[config.mk]
export PLATFORM = sky130hd
export DESIGN_NAME = rgb_to_yuv420_converter_unit_flat
export DESIGN_NICKNAME = d
export VERILOG_FILES = /design/src/hw/rtl/ryc_pkg.sv /design/src/hw/rtl/ryc_req_if.sv /design/src/hw/rtl/ryc_rsp_if.sv /design/src/hw/rtl/ryc_csr_if.sv /design/src/hw/rtl/ryc_frame_tracker.sv /design/src/hw/rtl/ryc_sample_emitter.sv /design/src/hw/rtl/rgb_to_yuv420_converter_unit.sv /design/src/flat_wrapper.sv
export SDC_FILE = /design/constraint.sdc
export NUM_CORES = 2
export LEC_CHECK = 0
export ABC_AREA = 1
export ABC_CLOCK_PERIOD_IN_PS = 9170
export BUFFER_PORTS_ARGS = -buffer_cell sky130_fd_sc_hd__clkbuf_2
export CAP_MARGIN = 15
export CELL_PAD_IN_SITES_DETAIL_PLACEMENT = 2
export CELL_PAD_IN_SITES_GLOBAL_PLACEMENT = 2
export CORE_ASPECT_RATIO = 0.7
export CORE_MARGIN = 2
export CORE_UTILIZATION = 25
export CTS_BUF_LIST = sky130_fd_sc_hd__clkbuf_8
export DETAILED_ROUTE_END_ITERATION = 6
export HOLD_SLACK_MARGIN = 0.1
export PLACE_DENSITY = 0.69
export SYNTH_ARGS = -nofsm -noshare
export SYNTH_HDL_FRONTEND = slang
export SYNTH_SLANG_ARGS = --single-unit
[constraint.sdc]
create_clock -name clock -period 9.17 [get_ports clock]
set_input_delay 2.2925 -clock clock [delete_from_list [all_inputs] [get_ports clock]]
set_output_delay 2.2925 -clock clock [all_outputs]
set_load 0.005 [all_outputs]
[src/hw/rtl/ryc_pkg.sv]
// ----------------------------------------------------------------------------
// RGB to YUV 4:2:0 converter package
// Shared widths, register codes, component codes, payload structs and the
// BT.601 studio-range weighting and clamping functions.
// ----------------------------------------------------------------------------
`default_nettype none

package ryc_pkg;

   localparam int PIXEL_BITS     = 32;
   localparam int SAMPLE_BITS    = 8;
   localparam int ADDR_BITS      = 25;
   localparam int CSR_INDEX_BITS = 3;
   localparam int CSR_DATA_BITS  = 13;

   typedef enum logic [CSR_INDEX_BITS-1:0] {
      CSR_IMAGE_WIDTH     = 3'd0,
      CSR_IMAGE_HEIGHT    = 3'd1,
      CSR_PLANAR_MODE     = 3'd2,
      CSR_BYTES_PER_PIXEL = 3'd3,
      CSR_RED_OFFSET      = 3'd4,
      CSR_GREEN_OFFSET    = 3'd5,
      CSR_BLUE_OFFSET     = 3'd6
   } csr_index_type;

   typedef enum logic [1:0] {
      COMP_Y = 2'd0,
      COMP_U = 2'd1,
      COMP_V = 2'd2
   } component_type;

   localparam logic [12:0] RESET_WIDTH        = 13'd640;
   localparam logic [12:0] RESET_HEIGHT       = 13'd480;
   localparam logic        RESET_PLANAR       = 1'b0;
   localparam logic [1:0]  RESET_RED_OFFSET   = 2'd0;
   localparam logic [1:0]  RESET_GREEN_OFFSET = 2'd1;
   localparam logic [1:0]  RESET_BLUE_OFFSET  = 2'd2;

   localparam logic signed [17:0] Y_KR = 18'sd66;
   localparam logic signed [17:0] Y_KG = 18'sd129;
   localparam logic signed [17:0] Y_KB = 18'sd25;
   localparam logic signed [17:0] U_KR = -18'sd38;
   localparam logic signed [17:0] U_KG = -18'sd74;
   localparam logic signed [17:0] U_KB = 18'sd112;
   localparam logic signed [17:0] V_KR = 18'sd112;
   localparam logic signed [17:0] V_KG = -18'sd94;
   localparam logic signed [17:0] V_KB = -18'sd18;

   localparam logic signed [17:0] ROUND_TERM  = 18'sd128;
   localparam logic signed [10:0] LUMA_BIAS   = 11'sd16;
   localparam logic signed [10:0] CHROMA_BIAS = 11'sd128;

   typedef struct packed {
      logic [SAMPLE_BITS-1:0] red;
      logic [SAMPLE_BITS-1:0] green;
      logic [SAMPLE_BITS-1:0] blue;
      logic                   chroma;
      logic                   frame_end;
      logic [ADDR_BITS-1:0]   luma_address;
      logic [ADDR_BITS-1:0]   chroma_index;
   } pixel_ctx_type;

   typedef struct packed {
      logic                 planar;
      logic [ADDR_BITS-1:0] first_base;
      logic [ADDR_BITS-1:0] second_base;
   } plane_map_type;

   function automatic logic signed [17:0] weigh(
      input logic [SAMPLE_BITS-1:0] r,
      input logic [SAMPLE_BITS-1:0] g,
      input logic [SAMPLE_BITS-1:0] b,
      input logic signed [17:0]     kr,
      input logic signed [17:0]     kg,
      input logic signed [17:0]     kb
   );
      logic signed [17:0] rs;
      logic signed [17:0] gs;
      logic signed [17:0] bs;
      rs = $signed({10'b0, r});
      gs = $signed({10'b0, g});
      bs = $signed({10'b0, b});
      return (kr * rs) + (kg * gs) + (kb * bs);
   endfunction

   function automatic logic [SAMPLE_BITS-1:0] scale_clamp(
      input logic signed [17:0] sum,
      input logic signed [10:0] bias
   );
      logic signed [17:0] rounded;
      logic signed [17:0] shifted;
      logic signed [10:0] level;
      rounded = sum + ROUND_TERM;
      shifted = rounded >>> 8;
      level   = shifted[10:0] + bias;
      if (level < 11'sd0) begin
         return 8'd0;
      end else if (level > 11'sd255) begin
         return 8'd255;
      end else begin
         return level[7:0];
      end
   endfunction

endpackage

`default_nettype wire

[src/hw/rtl/ryc_req_if.sv]
// ----------------------------------------------------------------------------
// Pixel request channel
// Valid/ready channel carrying one packed source pixel per transfer.
// ----------------------------------------------------------------------------
`default_nettype none

interface ryc_req_if;
   logic                           valid;
   logic                           ready;
   logic [ryc_pkg::PIXEL_BITS-1:0] pixel_word;

   modport source (output valid, output pixel_word, input ready);
   modport sink   (input valid, input pixel_word, output ready);
endinterface

`default_nettype wire

[src/hw/rtl/ryc_rsp_if.sv]
// ----------------------------------------------------------------------------
// Sample response channel
// Valid/ready channel carrying one Y, U or V sample with its address per
// transfer.
// ----------------------------------------------------------------------------
`default_nettype none

interface ryc_rsp_if;
   logic                            valid;
   logic                            ready;
   logic [ryc_pkg::SAMPLE_BITS-1:0] out_byte;
   logic [ryc_pkg::ADDR_BITS-1:0]   out_address;
   logic [1:0]                      component;
   logic                            last_of_pixel;
   logic                            frame_done;

   modport source (output valid, output out_byte, output out_address, output component,
                   output last_of_pixel, output frame_done, input ready);
   modport sink   (input valid, input out_byte, input out_address, input component,
                   input last_of_pixel, input frame_done, output ready);
endinterface

`default_nettype wire

[src/hw/rtl/ryc_csr_if.sv]
// ----------------------------------------------------------------------------
// Configuration write channel
// Valid/ready channel carrying a register index and write data per transfer.
// ----------------------------------------------------------------------------
`default_nettype none

interface ryc_csr_if;
   logic                               valid;
   logic                               ready;
   logic [ryc_pkg::CSR_INDEX_BITS-1:0] index;
   logic [ryc_pkg::CSR_DATA_BITS-1:0]  data;

   modport source (output valid, output index, output data, input ready);
   modport sink   (input valid, input index, input data, output ready);
endinterface

`default_nettype wire

[src/hw/rtl/ryc_frame_tracker.sv]
// ----------------------------------------------------------------------------
// Frame tracker and input register
// Holds the configuration registers, the raster and address counters and the
// plane base addresses; captures each accepted pixel with its context.
// ----------------------------------------------------------------------------
`default_nettype none

module ryc_frame_tracker #(
   parameter int MAX_WIDTH  = 4096,
   parameter int MAX_HEIGHT = 4096
) (
   input  logic                   clock,
   input  logic                   reset,
   ryc_req_if.sink                req_chan,
   ryc_csr_if.sink                csr_chan,
   input  logic                   a_take,
   output logic                   a_valid,
   output ryc_pkg::pixel_ctx_type a_ctx,
   output ryc_pkg::plane_map_type plane_map
);

   localparam int W_BITS   = $clog2(MAX_WIDTH + 1);
   localparam int H_BITS   = $clog2(MAX_HEIGHT + 1);
   localparam int COL_BITS = $clog2(MAX_WIDTH);
   localparam int ROW_BITS = $clog2(MAX_HEIGHT);
   localparam int F_BITS   = W_BITS + H_BITS;
   localparam int A_BITS   = ryc_pkg::ADDR_BITS;

   logic [12:0]         width_ff, width_in;
   logic [12:0]         height_ff, height_in;
   logic                planar_ff, planar_in;
   logic [1:0]          red_off_ff, red_off_in;
   logic [1:0]          green_off_ff, green_off_in;
   logic [1:0]          blue_off_ff, blue_off_in;
   logic [COL_BITS-1:0] col_ff, col_in;
   logic [ROW_BITS-1:0] row_ff, row_in;
   logic [A_BITS-1:0]   luma_ff, luma_in;
   logic [A_BITS-1:0]   chroma_idx_ff, chroma_idx_in;
   logic                a_valid_ff, a_valid_in;

   ryc_pkg::pixel_ctx_type a_ctx_ff, a_ctx_in;
   ryc_pkg::plane_map_type plane_map_ff, plane_map_in;

   logic              csr_write;
   logic              cfg_hit;
   logic              req_accept;
   logic [W_BITS-1:0] eff_w;
   logic [H_BITS-1:0] eff_h;
   logic [F_BITS-1:0] frame;
   logic [31:0]       frame_wide;
   logic [31:0]       second_wide;
   logic              last_col;
   logic              last_row;
   logic              frame_end;
   logic              chroma;

   assign csr_chan.ready = 1'b1;
   assign req_chan.ready = !a_valid_ff || a_take;
   assign csr_write      = csr_chan.valid && csr_chan.ready;
   assign req_accept     = req_chan.valid && req_chan.ready;

   always_comb begin
      width_in     = width_ff;
      height_in    = height_ff;
      planar_in    = planar_ff;
      red_off_in   = red_off_ff;
      green_off_in = green_off_ff;
      blue_off_in  = blue_off_ff;
      cfg_hit      = 1'b0;
      if (csr_write) begin
         case (ryc_pkg::csr_index_type'(csr_chan.index))
            ryc_pkg::CSR_IMAGE_WIDTH: begin
               width_in = csr_chan.data;
               cfg_hit  = 1'b1;
            end
            ryc_pkg::CSR_IMAGE_HEIGHT: begin
               height_in = csr_chan.data;
               cfg_hit   = 1'b1;
            end
            ryc_pkg::CSR_PLANAR_MODE: begin
               planar_in = csr_chan.data[0];
               cfg_hit   = 1'b1;
            end
            ryc_pkg::CSR_BYTES_PER_PIXEL: begin
               cfg_hit = 1'b1;
            end
            ryc_pkg::CSR_RED_OFFSET: begin
               red_off_in = csr_chan.data[1:0];
               cfg_hit    = 1'b1;
            end
            ryc_pkg::CSR_GREEN_OFFSET: begin
               green_off_in = csr_chan.data[1:0];
               cfg_hit      = 1'b1;
            end
            ryc_pkg::CSR_BLUE_OFFSET: begin
               blue_off_in = csr_chan.data[1:0];
               cfg_hit     = 1'b1;
            end
            default: begin
               cfg_hit = 1'b0;
            end
         endcase
      end
   end

   always_comb begin
      if (width_ff < 13'd2) begin
         eff_w = W_BITS'(2);
      end else if (32'(width_ff) > 32'(MAX_WIDTH)) begin
         eff_w = W_BITS'(MAX_WIDTH);
      end else begin
         eff_w = W_BITS'(width_ff);
      end
      if (height_ff < 13'd2) begin
         eff_h = H_BITS'(2);
      end else if (32'(height_ff) > 32'(MAX_HEIGHT)) begin
         eff_h = H_BITS'(MAX_HEIGHT);
      end else begin
         eff_h = H_BITS'(height_ff);
      end
      frame       = F_BITS'(eff_w) * F_BITS'(eff_h);
      frame_wide  = 32'(frame);
      second_wide = frame_wide + (frame_wide >> 2);
      plane_map_in.planar      = planar_ff;
      plane_map_in.first_base  = frame_wide[A_BITS-1:0];
      plane_map_in.second_base = second_wide[A_BITS-1:0];
   end

   always_comb begin
      last_col  = W_BITS'(col_ff) >= (eff_w - W_BITS'(1));
      last_row  = H_BITS'(row_ff) >= (eff_h - H_BITS'(1));
      frame_end = last_col && last_row;
      chroma    = !col_ff[0] && !row_ff[0];

      col_in        = col_ff;
      row_in        = row_ff;
      luma_in       = luma_ff;
      chroma_idx_in = chroma_idx_ff;
      if (cfg_hit) begin
         col_in        = '0;
         row_in        = '0;
         luma_in       = '0;
         chroma_idx_in = '0;
      end else if (req_accept) begin
         luma_in       = luma_ff + A_BITS'(1);
         chroma_idx_in = chroma_idx_ff + A_BITS'(chroma);
         if (frame_end) begin
            col_in        = '0;
            row_in        = '0;
            luma_in       = '0;
            chroma_idx_in = '0;
         end else if (last_col) begin
            col_in = '0;
            row_in = row_ff + ROW_BITS'(1);
         end else begin
            col_in = col_ff + COL_BITS'(1);
         end
      end

      a_valid_in = a_valid_ff;
      if (req_accept) begin
         a_valid_in = 1'b1;
      end else if (a_take) begin
         a_valid_in = 1'b0;
      end

      a_ctx_in = a_ctx_ff;
      if (req_accept) begin
         a_ctx_in.red          = req_chan.pixel_word[{red_off_ff, 3'b000} +: 8];
         a_ctx_in.green        = req_chan.pixel_word[{green_off_ff, 3'b000} +: 8];
         a_ctx_in.blue         = req_chan.pixel_word[{blue_off_ff, 3'b000} +: 8];
         a_ctx_in.chroma       = chroma;
         a_ctx_in.frame_end    = frame_end;
         a_ctx_in.luma_address = luma_ff;
         a_ctx_in.chroma_index = chroma_idx_ff;
      end
   end

   always_ff @(posedge clock) begin
      if (reset) begin
         width_ff      <= ryc_pkg::RESET_WIDTH;
         height_ff     <= ryc_pkg::RESET_HEIGHT;
         planar_ff     <= ryc_pkg::RESET_PLANAR;
         red_off_ff    <= ryc_pkg::RESET_RED_OFFSET;
         green_off_ff  <= ryc_pkg::RESET_GREEN_OFFSET;
         blue_off_ff   <= ryc_pkg::RESET_BLUE_OFFSET;
         col_ff        <= '0;
         row_ff        <= '0;
         luma_ff       <= '0;
         chroma_idx_ff <= '0;
         a_valid_ff    <= 1'b0;
      end else begin
         width_ff      <= width_in;
         height_ff     <= height_in;
         planar_ff     <= planar_in;
         red_off_ff    <= red_off_in;
         green_off_ff  <= green_off_in;
         blue_off_ff   <= blue_off_in;
         col_ff        <= col_in;
         row_ff        <= row_in;
         luma_ff       <= luma_in;
         chroma_idx_ff <= chroma_idx_in;
         a_valid_ff    <= a_valid_in;
      end
   end

   always_ff @(posedge clock) begin
      a_ctx_ff     <= a_ctx_in;
      plane_map_ff <= plane_map_in;
   end

   assign a_valid   = a_valid_ff;
   assign a_ctx     = a_ctx_ff;
   assign plane_map = plane_map_ff;

endmodule

`default_nettype wire

[src/hw/rtl/ryc_sample_emitter.sv]
// ----------------------------------------------------------------------------
// Sample emitter
// Converts the held pixel to Y, U and V with their addresses into the result
// register, then steps through its Y and, for chroma pixels, U and V transfers.
// ----------------------------------------------------------------------------
`default_nettype none

module ryc_sample_emitter (
   input  logic                   clock,
   input  logic                   reset,
   input  logic                   a_valid,
   input  ryc_pkg::pixel_ctx_type a_ctx,
   input  ryc_pkg::plane_map_type plane_map,
   output logic                   a_take,
   ryc_rsp_if.source              rsp_chan
);

   localparam int A_BITS = ryc_pkg::ADDR_BITS;

   typedef struct packed {
      logic [7:0]        y_val;
      logic [7:0]        u_val;
      logic [7:0]        v_val;
      logic [A_BITS-1:0] luma_address;
      logic [A_BITS-1:0] u_address;
      logic [A_BITS-1:0] v_address;
      logic              chroma;
      logic              frame_end;
   } sample_set_type;

   sample_set_type         set_ff, set_in, fresh;
   ryc_pkg::component_type phase_ff, phase_in;
   logic                   b_valid_ff, b_valid_in;

   logic              rsp_fire;
   logic              at_last;
   logic [A_BITS-1:0] twice_idx;

   assign rsp_fire = rsp_chan.valid && rsp_chan.ready;
   assign at_last  = (phase_ff == ryc_pkg::COMP_V) ||
                     ((phase_ff == ryc_pkg::COMP_Y) && !set_ff.chroma);
   assign a_take   = a_valid && (!b_valid_ff || (rsp_fire && at_last));

   always_comb begin
      twice_idx = {a_ctx.chroma_index[A_BITS-2:0], 1'b0};
      fresh.y_val = ryc_pkg::scale_clamp(
         ryc_pkg::weigh(a_ctx.red, a_ctx.green, a_ctx.blue,
                        ryc_pkg::Y_KR, ryc_pkg::Y_KG, ryc_pkg::Y_KB),
         ryc_pkg::LUMA_BIAS);
      fresh.u_val = ryc_pkg::scale_clamp(
         ryc_pkg::weigh(a_ctx.red, a_ctx.green, a_ctx.blue,
                        ryc_pkg::U_KR, ryc_pkg::U_KG, ryc_pkg::U_KB),
         ryc_pkg::CHROMA_BIAS);
      fresh.v_val = ryc_pkg::scale_clamp(
         ryc_pkg::weigh(a_ctx.red, a_ctx.green, a_ctx.blue,
                        ryc_pkg::V_KR, ryc_pkg::V_KG, ryc_pkg::V_KB),
         ryc_pkg::CHROMA_BIAS);
      fresh.luma_address = a_ctx.luma_address;
      if (plane_map.planar) begin
         fresh.u_address = plane_map.first_base + a_ctx.chroma_index;
         fresh.v_address = plane_map.second_base + a_ctx.chroma_index;
      end else begin
         fresh.u_address = plane_map.first_base + twice_idx;
         fresh.v_address = plane_map.first_base + twice_idx + A_BITS'(1);
      end
      fresh.chroma    = a_ctx.chroma;
      fresh.frame_end = a_ctx.frame_end;

      set_in = a_take ? fresh : set_ff;
   end

   always_comb begin
      b_valid_in = b_valid_ff;
      phase_in   = phase_ff;
      if (rsp_fire) begin
         if (at_last) begin
            phase_in   = ryc_pkg::COMP_Y;
            b_valid_in = 1'b0;
         end else if (phase_ff == ryc_pkg::COMP_Y) begin
            phase_in = ryc_pkg::COMP_U;
         end else begin
            phase_in = ryc_pkg::COMP_V;
         end
      end
      if (a_take) begin
         b_valid_in = 1'b1;
         phase_in   = ryc_pkg::COMP_Y;
      end
   end

   always_ff @(posedge clock) begin
      if (reset) begin
         b_valid_ff <= 1'b0;
         phase_ff   <= ryc_pkg::COMP_Y;
      end else begin
         b_valid_ff <= b_valid_in;
         phase_ff   <= phase_in;
      end
   end

   always_ff @(posedge clock) begin
      set_ff <= set_in;
   end

   assign rsp_chan.valid     = b_valid_ff;
   assign rsp_chan.component = phase_ff;

   always_comb begin
      case (phase_ff)
         ryc_pkg::COMP_Y: begin
            rsp_chan.out_byte      = set_ff.y_val;
            rsp_chan.out_address   = set_ff.luma_address;
            rsp_chan.last_of_pixel = !set_ff.chroma;
            rsp_chan.frame_done    = !set_ff.chroma && set_ff.frame_end;
         end
         ryc_pkg::COMP_U: begin
            rsp_chan.out_byte      = set_ff.u_val;
            rsp_chan.out_address   = set_ff.u_address;
            rsp_chan.last_of_pixel = 1'b0;
            rsp_chan.frame_done    = 1'b0;
         end
         ryc_pkg::COMP_V: begin
            rsp_chan.out_byte      = set_ff.v_val;
            rsp_chan.out_address   = set_ff.v_address;
            rsp_chan.last_of_pixel = 1'b1;
            rsp_chan.frame_done    = set_ff.frame_end;
         end
         default: begin
            rsp_chan.out_byte      = '0;
            rsp_chan.out_address   = '0;
            rsp_chan.last_of_pixel = 1'b0;
            rsp_chan.frame_done    = 1'b0;
         end
      endcase
   end

endmodule

`default_nettype wire

[src/hw/rtl/rgb_to_yuv420_converter_unit.sv]
// A pixel's samples are shown once it has passed the input and result registers.
// Throughput: 1 pixel per cycle on pixels that give only Y, when the receiver is
//   ready; a chroma pixel holds the result register for 3 transfers.
// Reset: configuration returns to defaults, counters to frame start, stages empty;
//   any write to a defined configuration register restarts the frame.
// ----------------------------------------------------------------------------
// RGB to YUV 4:2:0 converter
// Input register with raster tracking, then BT.601 conversion into a result
// register that issues Y and, on even rows and columns, U and V.
// ----------------------------------------------------------------------------
`default_nettype none

module rgb_to_yuv420_converter_unit #(
   parameter int MAX_WIDTH  = 4096,
   parameter int MAX_HEIGHT = 4096
) (
   input  logic      clock,
   input  logic      reset,
   ryc_req_if.sink   req_chan,
   ryc_rsp_if.source rsp_chan,
   ryc_csr_if.sink   csr_chan
);

   logic                   a_valid;
   logic                   a_take;
   ryc_pkg::pixel_ctx_type a_ctx;
   ryc_pkg::plane_map_type plane_map;

   ryc_frame_tracker #(
      .MAX_WIDTH  (MAX_WIDTH),
      .MAX_HEIGHT (MAX_HEIGHT)
   ) u_tracker (
      .clock     (clock),
      .reset     (reset),
      .req_chan  (req_chan),
      .csr_chan  (csr_chan),
      .a_take    (a_take),
      .a_valid   (a_valid),
      .a_ctx     (a_ctx),
      .plane_map (plane_map)
   );

   ryc_sample_emitter u_emitter (
      .clock     (clock),
      .reset     (reset),
      .a_valid   (a_valid),
      .a_ctx     (a_ctx),
      .plane_map (plane_map),
      .a_take    (a_take),
      .rsp_chan  (rsp_chan)
   );

`ifndef SYNTHESIS
   hold_input_stage: assert property (@(posedge clock) disable iff (reset)
      a_valid && !a_take |=> a_valid && $stable(a_ctx))
      else $error("input stage lost or changed a held pixel");

   v_follows_u: assert property (@(posedge clock) disable iff (reset)
      rsp_chan.valid && rsp_chan.ready && rsp_chan.component == ryc_pkg::COMP_U
      |=> rsp_chan.valid && rsp_chan.component == ryc_pkg::COMP_V)
      else $error("U transfer not followed by V");

   drain_when_empty: assert property (@(posedge clock) disable iff (reset)
      rsp_chan.valid && rsp_chan.ready && rsp_chan.last_of_pixel && !a_valid
      |=> !rsp_chan.valid)
      else $error("result shown with no pixel behind it");
`endif

endmodule

`default_nettype wire

[src/flat_wrapper.sv]
// flat-port wrapper written by rule: the top's interface ports become plain ports
module rgb_to_yuv420_converter_unit_flat 
#(
   parameter int MAX_WIDTH  = 4096,
   parameter int MAX_HEIGHT = 4096
)
  (clock, reset, req_chan_valid, req_chan_pixel_word, req_chan_ready, rsp_chan_valid, rsp_chan_out_byte, rsp_chan_out_address, rsp_chan_component, rsp_chan_last_of_pixel, rsp_chan_frame_done, rsp_chan_ready, csr_chan_valid, csr_chan_index, csr_chan_data, csr_chan_ready);
  ryc_req_if req_chan_i ();
  ryc_rsp_if rsp_chan_i ();
  ryc_csr_if csr_chan_i ();
  input  logic clock;
  input  logic reset;
  input wire logic [$bits(req_chan_i.valid)-1:0] req_chan_valid;
  input wire logic [$bits(req_chan_i.pixel_word)-1:0] req_chan_pixel_word;
  output wire logic [$bits(req_chan_i.ready)-1:0] req_chan_ready;
  output wire logic [$bits(rsp_chan_i.valid)-1:0] rsp_chan_valid;
  output wire logic [$bits(rsp_chan_i.out_byte)-1:0] rsp_chan_out_byte;
  output wire logic [$bits(rsp_chan_i.out_address)-1:0] rsp_chan_out_address;
  output wire logic [$bits(rsp_chan_i.component)-1:0] rsp_chan_component;
  output wire logic [$bits(rsp_chan_i.last_of_pixel)-1:0] rsp_chan_last_of_pixel;
  output wire logic [$bits(rsp_chan_i.frame_done)-1:0] rsp_chan_frame_done;
  input wire logic [$bits(rsp_chan_i.ready)-1:0] rsp_chan_ready;
  input wire logic [$bits(csr_chan_i.valid)-1:0] csr_chan_valid;
  input wire logic [$bits(csr_chan_i.index)-1:0] csr_chan_index;
  input wire logic [$bits(csr_chan_i.data)-1:0] csr_chan_data;
  output wire logic [$bits(csr_chan_i.ready)-1:0] csr_chan_ready;
  assign req_chan_i.valid = req_chan_valid;
  assign req_chan_i.pixel_word = req_chan_pixel_word;
  assign req_chan_ready = req_chan_i.ready;
  assign rsp_chan_valid = rsp_chan_i.valid;
  assign rsp_chan_out_byte = rsp_chan_i.out_byte;
  assign rsp_chan_out_address = rsp_chan_i.out_address;
  assign rsp_chan_component = rsp_chan_i.component;
  assign rsp_chan_last_of_pixel = rsp_chan_i.last_of_pixel;
  assign rsp_chan_frame_done = rsp_chan_i.frame_done;
  assign rsp_chan_i.ready = rsp_chan_ready;
  assign csr_chan_i.valid = csr_chan_valid;
  assign csr_chan_i.index = csr_chan_index;
  assign csr_chan_i.data = csr_chan_data;
  assign csr_chan_ready = csr_chan_i.ready;
  rgb_to_yuv420_converter_unit #(.MAX_WIDTH(MAX_WIDTH), .MAX_HEIGHT(MAX_HEIGHT)) u_core (.clock(clock), .reset(reset), .req_chan(req_chan_i), .rsp_chan(rsp_chan_i), .csr_chan(csr_chan_i));
endmodule
; Word level (Yosys, flattened, before mapping)
; Cells that the tools add are included.
[word_totals]
reg_bits = 339
elab_cells = 147
[op_classes]
n_lt_le_gt_ge = 12
reduce_logical = 33
shift = 3
mul = 10
muxes = 27
n_eq_ne = 8
add_sub_neg = 23
[ops]
columns = op, count
row1 = $shiftx 32x6->8, 3
row2 = $add 25x25->25, 3
row3 = $pmux 25 s3, 1
row4 = $add 18x9->18 const B, 3
row5 = $mux 13, 4
row6 = $add 25x1->25 const B, 2
row7 = $mux 25, 2
row8 = $mux 50, 1
row9 = $mux 12, 4
row10 = $add 16x17->18, 2
row11 = $gt 11x9->1 const B, 3
row12 = $lt 11x1->1 const B, 3
row13 = $mul 7x9->16 const A, 2
row14 = $ge 12x13->1, 2
row15 = $gt 13x13->1 const B, 2
row16 = $lt 13x2->1 const B, 2
row17 = $mul 13x13->26, 1
row18 = $sub 13x1->13 const B, 2
row19 = $add 25x1->25, 1
row20 = $add 25x24->25, 1
row21 = $add 12x1->12 const B, 2
row22 = $mux 8, 3
row23 = $pmux 8 s3, 1
row24 = $add 10x9->11 const B, 2
row25 = other kinds (28), 64

; Depth between registers and ports, before layout
[depth]
ltp_word = 9
ltp_mapped = 42
ltp_nobuf = 42

; Modules after synthesis
; A second synthesis with hierarchy kept.
[hier_totals]
cells_unflattened = 4575
area_unflattened_um2 = 35412.7
[modules_own_cells]
columns = module, cells_per_inst, area_per_inst_um2, seq_area_each_um2, instances
row1 = ryc_sample_emitter, 2531, 18865.6, 3093.0, 1
row2 = ryc_frame_tracker, 2044, 16547.1, 5465.2, 1

; Worst setup path before layout
; OpenSTA, ideal clock, no wires.
[synth_path]
path_kind = input to register
startpoint = input port rsp_chan_ready
endpoint = register u_core.u_emitter.set_ff[0] in the netlist's numbering, enable pin
arrival_time_ps = 6761
slack_ps = 1848
path_buffers = 0
setup_ps = 562
path_stages = 4
path_cell_list = inv_1 o21ai_2 inv_2 nor2_1
[synth_between]
elab_chain_cells = 4
[synth_rtl]
columns = element, line_no
row1 = from (decl), flat_wrapper.sv:22  ; input wire logic [$bits(rsp_chan_i.ready)-1:0] rsp_chan_ready;
row2 = $logic_and 1x1->1, ryc_sample_emitter.sv:39  ; assign rsp_fire = rsp_chan.valid && rsp_chan.ready;
row3 = $logic_and 1x1->1, ryc_sample_emitter.sv:42  ; assign a_take = a_valid && (!b_valid_ff || (rsp_fire && at_last));
row4 = $logic_or 1x1->1, ryc_sample_emitter.sv:42
row5 = $logic_and 1x1->1, ryc_sample_emitter.sv:42
row6 = named net u_core.a_take, rgb_to_yuv420_converter_unit.sv:25  ; logic a_take;
row7 = to (signal assigned), ryc_sample_emitter.sv:102  ; set_ff <= set_in;
row8 = to (decl), ryc_sample_emitter.sv:31  ; sample_set_type set_ff, set_in, fresh;
; The timed path passes the listed nets, and every way through them passes these cells.
; A chain may end at the register's enable or synchronous reset.

; Worst setup path in the final report
[layout_path]
startpoint = register u_core.u_tracker.width_ff[12]
endpoint = register u_core.u_tracker.plane_map_ff, in the netlist u_core.u_tracker.plane_map[24]
[layout_between]
elab_chain_cells = 5
elab_cells_between_ends = 6
cone_classes = add/sub (1) / mul (1) / order compare (2) / mux (2)
[layout_rtl]
columns = element, line_no
row1 = from (decl), ryc_frame_tracker.sv:29  ; logic [12:0] width_ff, width_in;
row2 = from (signal assigned), ryc_frame_tracker.sv:181  ; width_ff <= ryc_pkg::RESET_WIDTH;
row3 = from (signal assigned), ryc_frame_tracker.sv:193  ; width_ff <= width_in;
row4 = $gt 13x13->1, ryc_frame_tracker.sv:109  ; end else if (32'(width_ff) > 32'(MAX_WIDTH)) begin
row5 = $mux 13, ryc_frame_tracker.sv:109
row6 = $mux 13 (*), ryc_frame_tracker.sv:107  ; if (width_ff < 13'd2) begin
row7 = $mul 13x13->26 (*), ryc_frame_tracker.sv:121  ; frame = F_BITS'(eff_w) * F_BITS'(eff_h);
row8 = named net u_core.u_tracker.frame[17], ryc_frame_tracker.sv:49  ; logic [F_BITS-1:0] frame;
row9 = $add 25x24->25 (*), ryc_frame_tracker.sv:123  ; second_wide = frame_wide + (frame_wide >> 2);
row10 = named net u_core.u_tracker.second_wide[24], ryc_frame_tracker.sv:51  ; logic [31:0] second_wide;
row11 = to (signal assigned), ryc_frame_tracker.sv:209  ; plane_map_ff <= plane_map_in;
row12 = to (decl), ryc_frame_tracker.sv:42  ; ryc_pkg::plane_map_type plane_map_ff, plane_map_in;
; The timed path passes the listed nets; every way through them passes the cells marked *.

==> run_results.csv <==
group,metric,value,unit
run_status,status,"finished, final reports clean",
drt,met3_length,5.492,mm
die,die-height,319.6,um
clocking,numCtsBuffers,59,
timing,period_share,91.22,%
placed_design,dp_hpwl,111.7,mm
drt,drt-met1-wl,72.61,mm
clocking,clkTransAtPathRegs,0.07,ns
critical_path,reg2reg_from,"u_core.u_tracker.width_ff[12]$_SDFFE_PP0P_",
clocking,post_cts_resized,0,
critical_path,crit_cells,39,
critical_path,cp_slowest_stage_delay,0.65,ns
yosys,synth-edff-count,177,
global_routing,grt-ovfl-total,0,
drt,vias,31290,
critical_path,worst-path-buf-inv,8,
placed_design,gp_congestion,0.8429,
clocking,cts_tree,"yes",
critical_path,crit_arrival,9.00,ns
clocking,ctsHoldBuffers,0,
yosys,postSynthCellCount,4563,
timing,fin_crit,8.365,ns
finish,nets,5457,
finish,layout-drive-gt1-share,5.375,%
drt,ant_nets,0,
critical_path,cp_top_family,"adder cells",
clocking,clockBufferDepth,3,
timing,fin_ws,0.8048,ns
yosys,ys_ff_latch,339,
yosys,synthFlopType,"edfxtp_1",
drt,drt-total-wl,132.2,mm
timing,worst_slew_pin_slew,1.118,ns
die,die_w,454.9,um
yosys,syn_area,35570,um2
yosys,synthArstFlopShare,0,%
hold_path,hold_class,"flip-flop to flip-flop",
critical_path,slowest_stage,"dfxtp_1",
timing,tns,0,ns
critical_path,crit_fanout,13,
timing,slew_headroom,25.48,%
drt,drt_iter0_drc,1491,
yosys,yosysSeqAreaShare,24.06,%
global_routing,grt_pass1_vias,33990,
drt,route.met2.wl,52.62,mm
critical_path,reg2reg_to,"u_core.u_tracker.plane_map[24]$_DFF_P_",
die,dieArea,145400,um2
timing,setup_viol,0,
drt,top_layer_used,"met4",
drt,wl_per_cell,20.04,um
critical_path,reg2reg_setup_slack,0.80,ns
timing,hold_violations,0,
timing,drv_slew,0,
drt,first_pass_iters,5,
global_routing,antenna_found_initial,2,
yosys,yosysWarningCount,0,
clocking,cts_sinks,339,
yosys,syn_area_per_cell,7.796,um2
finish,diodes,0,
critical_path,critPathRequiredTime,9.81,ns
yosys,post_synth_num_cell_types,59,
placed_design,numPortBuffers,91,
critical_path,crit_top_cell,"nand2_1",
global_routing,grt_pass1_wl,205.7,mm
finish,area_growth,10.93,%
critical_path,crit_path_end,"u_core.u_tracker.plane_map[24]$_DFF_P_",
critical_path,path_class,"flip-flop to flip-flop",
clocking,cts_setup_buffers,0,
critical_path,startpoint,"u_core.u_tracker.width_ff[12]$_SDFFE_PP0P_",
drt,drc,0,
finish,nFillCells,16400,
job,cap_viol_max_count,0,
die,pin_count,93,
die,coreArea,140900,um2
timing,final.setup_skew,0.04629,ns
global_routing,grt_max_degree,68,
global_routing,grtUsageTotal,18.26,%
clocking,cts_root_buf,"clkbuf_8",
critical_path,reg2regPathDepth,39,
critical_path,end_kind,"flip-flop",
clocking,htree_levels,2,
timing,rsz0062_at_grt,"false",
clocking,clkLatencyLatePin,0.70,ns
critical_path,crit_path_start_kind,"flip-flop",
yosys,syn_nets,5343,
timing,fmax,119.5,MHz
drt,via_per_inst,4.743,
die,start_util,25.25,%
die,row_count,115,
placed_design,pre_cts_slack,0.8361,ns
per-layer routing:
| layer | up-vias | global-route usage (%) |
|---|---|---|
| met3 | 98 | 2.247 |
| met4 | 0 | 2.347 |
| li1 | 15080 | - |
| met2 | 435 | 26.11 |
| met5 | - | 0 |
| met1 | 15680 | 29.28 |
sequential cells by signal, indices dropped and copies added, names as in the netlist, 12 cells and up:
register                        cells
u_core.u_emitter.set_ff           101
u_core.u_tracker.a_ctx             76
u_core.u_tracker.luma_ff           25
u_core.u_tracker.col_ff            12
u_core.u_tracker.chroma_idx_ff     25
u_core.u_tracker.width_ff          13
u_core.u_tracker.plane_map         51
u_core.u_tracker.row_ff            12
u_core.u_tracker.height_ff         13
kinds of logic (layout without fill, tap and decap cells):
group / count (synthesis) / count (layout) / synth area share (%)
simple gates: 1826 / 1826 / 21.81
buf+inv: 852 / 1015 / 9.096
fa+ha+maj: 727 / 727 / 30.49
compound gates: 613 / 613 / 9.370
flops: 339 / 339 / 24.06
xor+xnor: 205 / 205 / 5.163
other cells: 1 / 1 / 0.01054
final cells by class:
cell class | count | area (um2) | share of cell area, %
multi-input cells | 3372 | 23800 | 60.31
clock inverters | 48 | 274.0 | 0.6944
inverters | 787 | 2957 | 7.493
well taps | 1872 | 2342 | 5.936
flip-flops and latches | 339 | 8559 | 21.69
repair buffers | 118 | 678.2 | 1.719
clock buffers | 62 | 853.3 | 2.162
through the flow:
stage	cells	instance area (um2)	utilization, %	hold slack (ns)
floorplan	4563	35570	-	0.3249
global placement	6487	38310	27.19	0.4023
detailed placement	6487	38310	27.19	0.4051
CTS	6597	39430	27.99	0.4130
global route	6598	39460	28.01	0.4214
finish	6598	39460	28.01	0.4151
placed cells by master, fill, tap and decap left out, types with 5 or more instances in the layout:
cell type  instances
nor2_4             6
nor4_1            13
buf_4             26
o21ai_0          217
nand2_2           14
a21o_1            15
clkinv_2           7
nand3b_1          16
inv_1            793
ha_1             494
nand3_1          284
clkbuf_8          62
a21boi_0           7
or2_2              8
edfxtp_1         177
nor3_1            50
xnor2_1           66
a21oi_1          268
o21bai_1          20
a31oi_1           15
clkbuf_2          91
nor2_1           461
nand2_1          870
xor2_1           135
dfxtp_1          161
o22ai_1           31
fa_1             233
inv_2              7
o21ai_1            5
nand4_1           76
o211ai_1          14
clkinv_1          19
o31ai_1            6
cells in the mapped netlist (14+ instances only):
library cell,number,area [um2]
nand3_1,284,1421
inv_1,771,2894
nand4_1,76,475.5
dfxtp_1,162,3243
clkbuf_1,46,172.7
nand2_1,871,3269
o21ai_0,217,1086
xor2_1,135,1182
a31oi_1,15,93.84
xnor2_1,66,578.1
nand3b_1,16,120.1
nor3_1,51,255.2
edfxtp_1,177,5315
a21o_1,15,112.6
a21oi_1,268,1341
o22ai_1,31,193.9
fa_1,233,4664
nor2_1,463,1738
ha_1,494,6181
o211ai_1,14,105.1
o21bai_1,20,150.1
worst min path at each step:
| stage | depth (start not counted) | end | startpoint | slack (ns) |
|---|---|---|---|---|
| after floorplan | 0 | u_core.u_tracker.plane_map[50]$_DFF_P_ | u_core.u_tracker.planar_ff$_SDFFE_PP0P_ | 0.32 |
| after global placement | 0 | u_core.u_emitter.set_ff[55]$_DFFE_PP_ | u_core.u_tracker.a_ctx[28]$_DFFE_PP_ | 0.40 |
| after detailed placement | 0 | u_core.u_emitter.set_ff[71]$_DFFE_PP_ | u_core.u_tracker.a_ctx[44]$_DFFE_PP_ | 0.41 |
| after CTS | 0 | u_core.u_emitter.set_ff[72]$_DFFE_PP_ | u_core.u_tracker.a_ctx[45]$_DFFE_PP_ | 0.41 |
| after global routing | 0 | u_core.u_emitter.set_ff[70]$_DFFE_PP_ | u_core.u_tracker.a_ctx[43]$_DFFE_PP_ | 0.42 |
| final | 0 | u_core.u_emitter.set_ff[74]$_DFFE_PP_ | u_core.u_tracker.a_ctx[47]$_DFFE_PP_ | 0.42 |
Power is not shown: default switching activity piles up to over one toggle a cycle in this logic, so the estimate is an artifact.
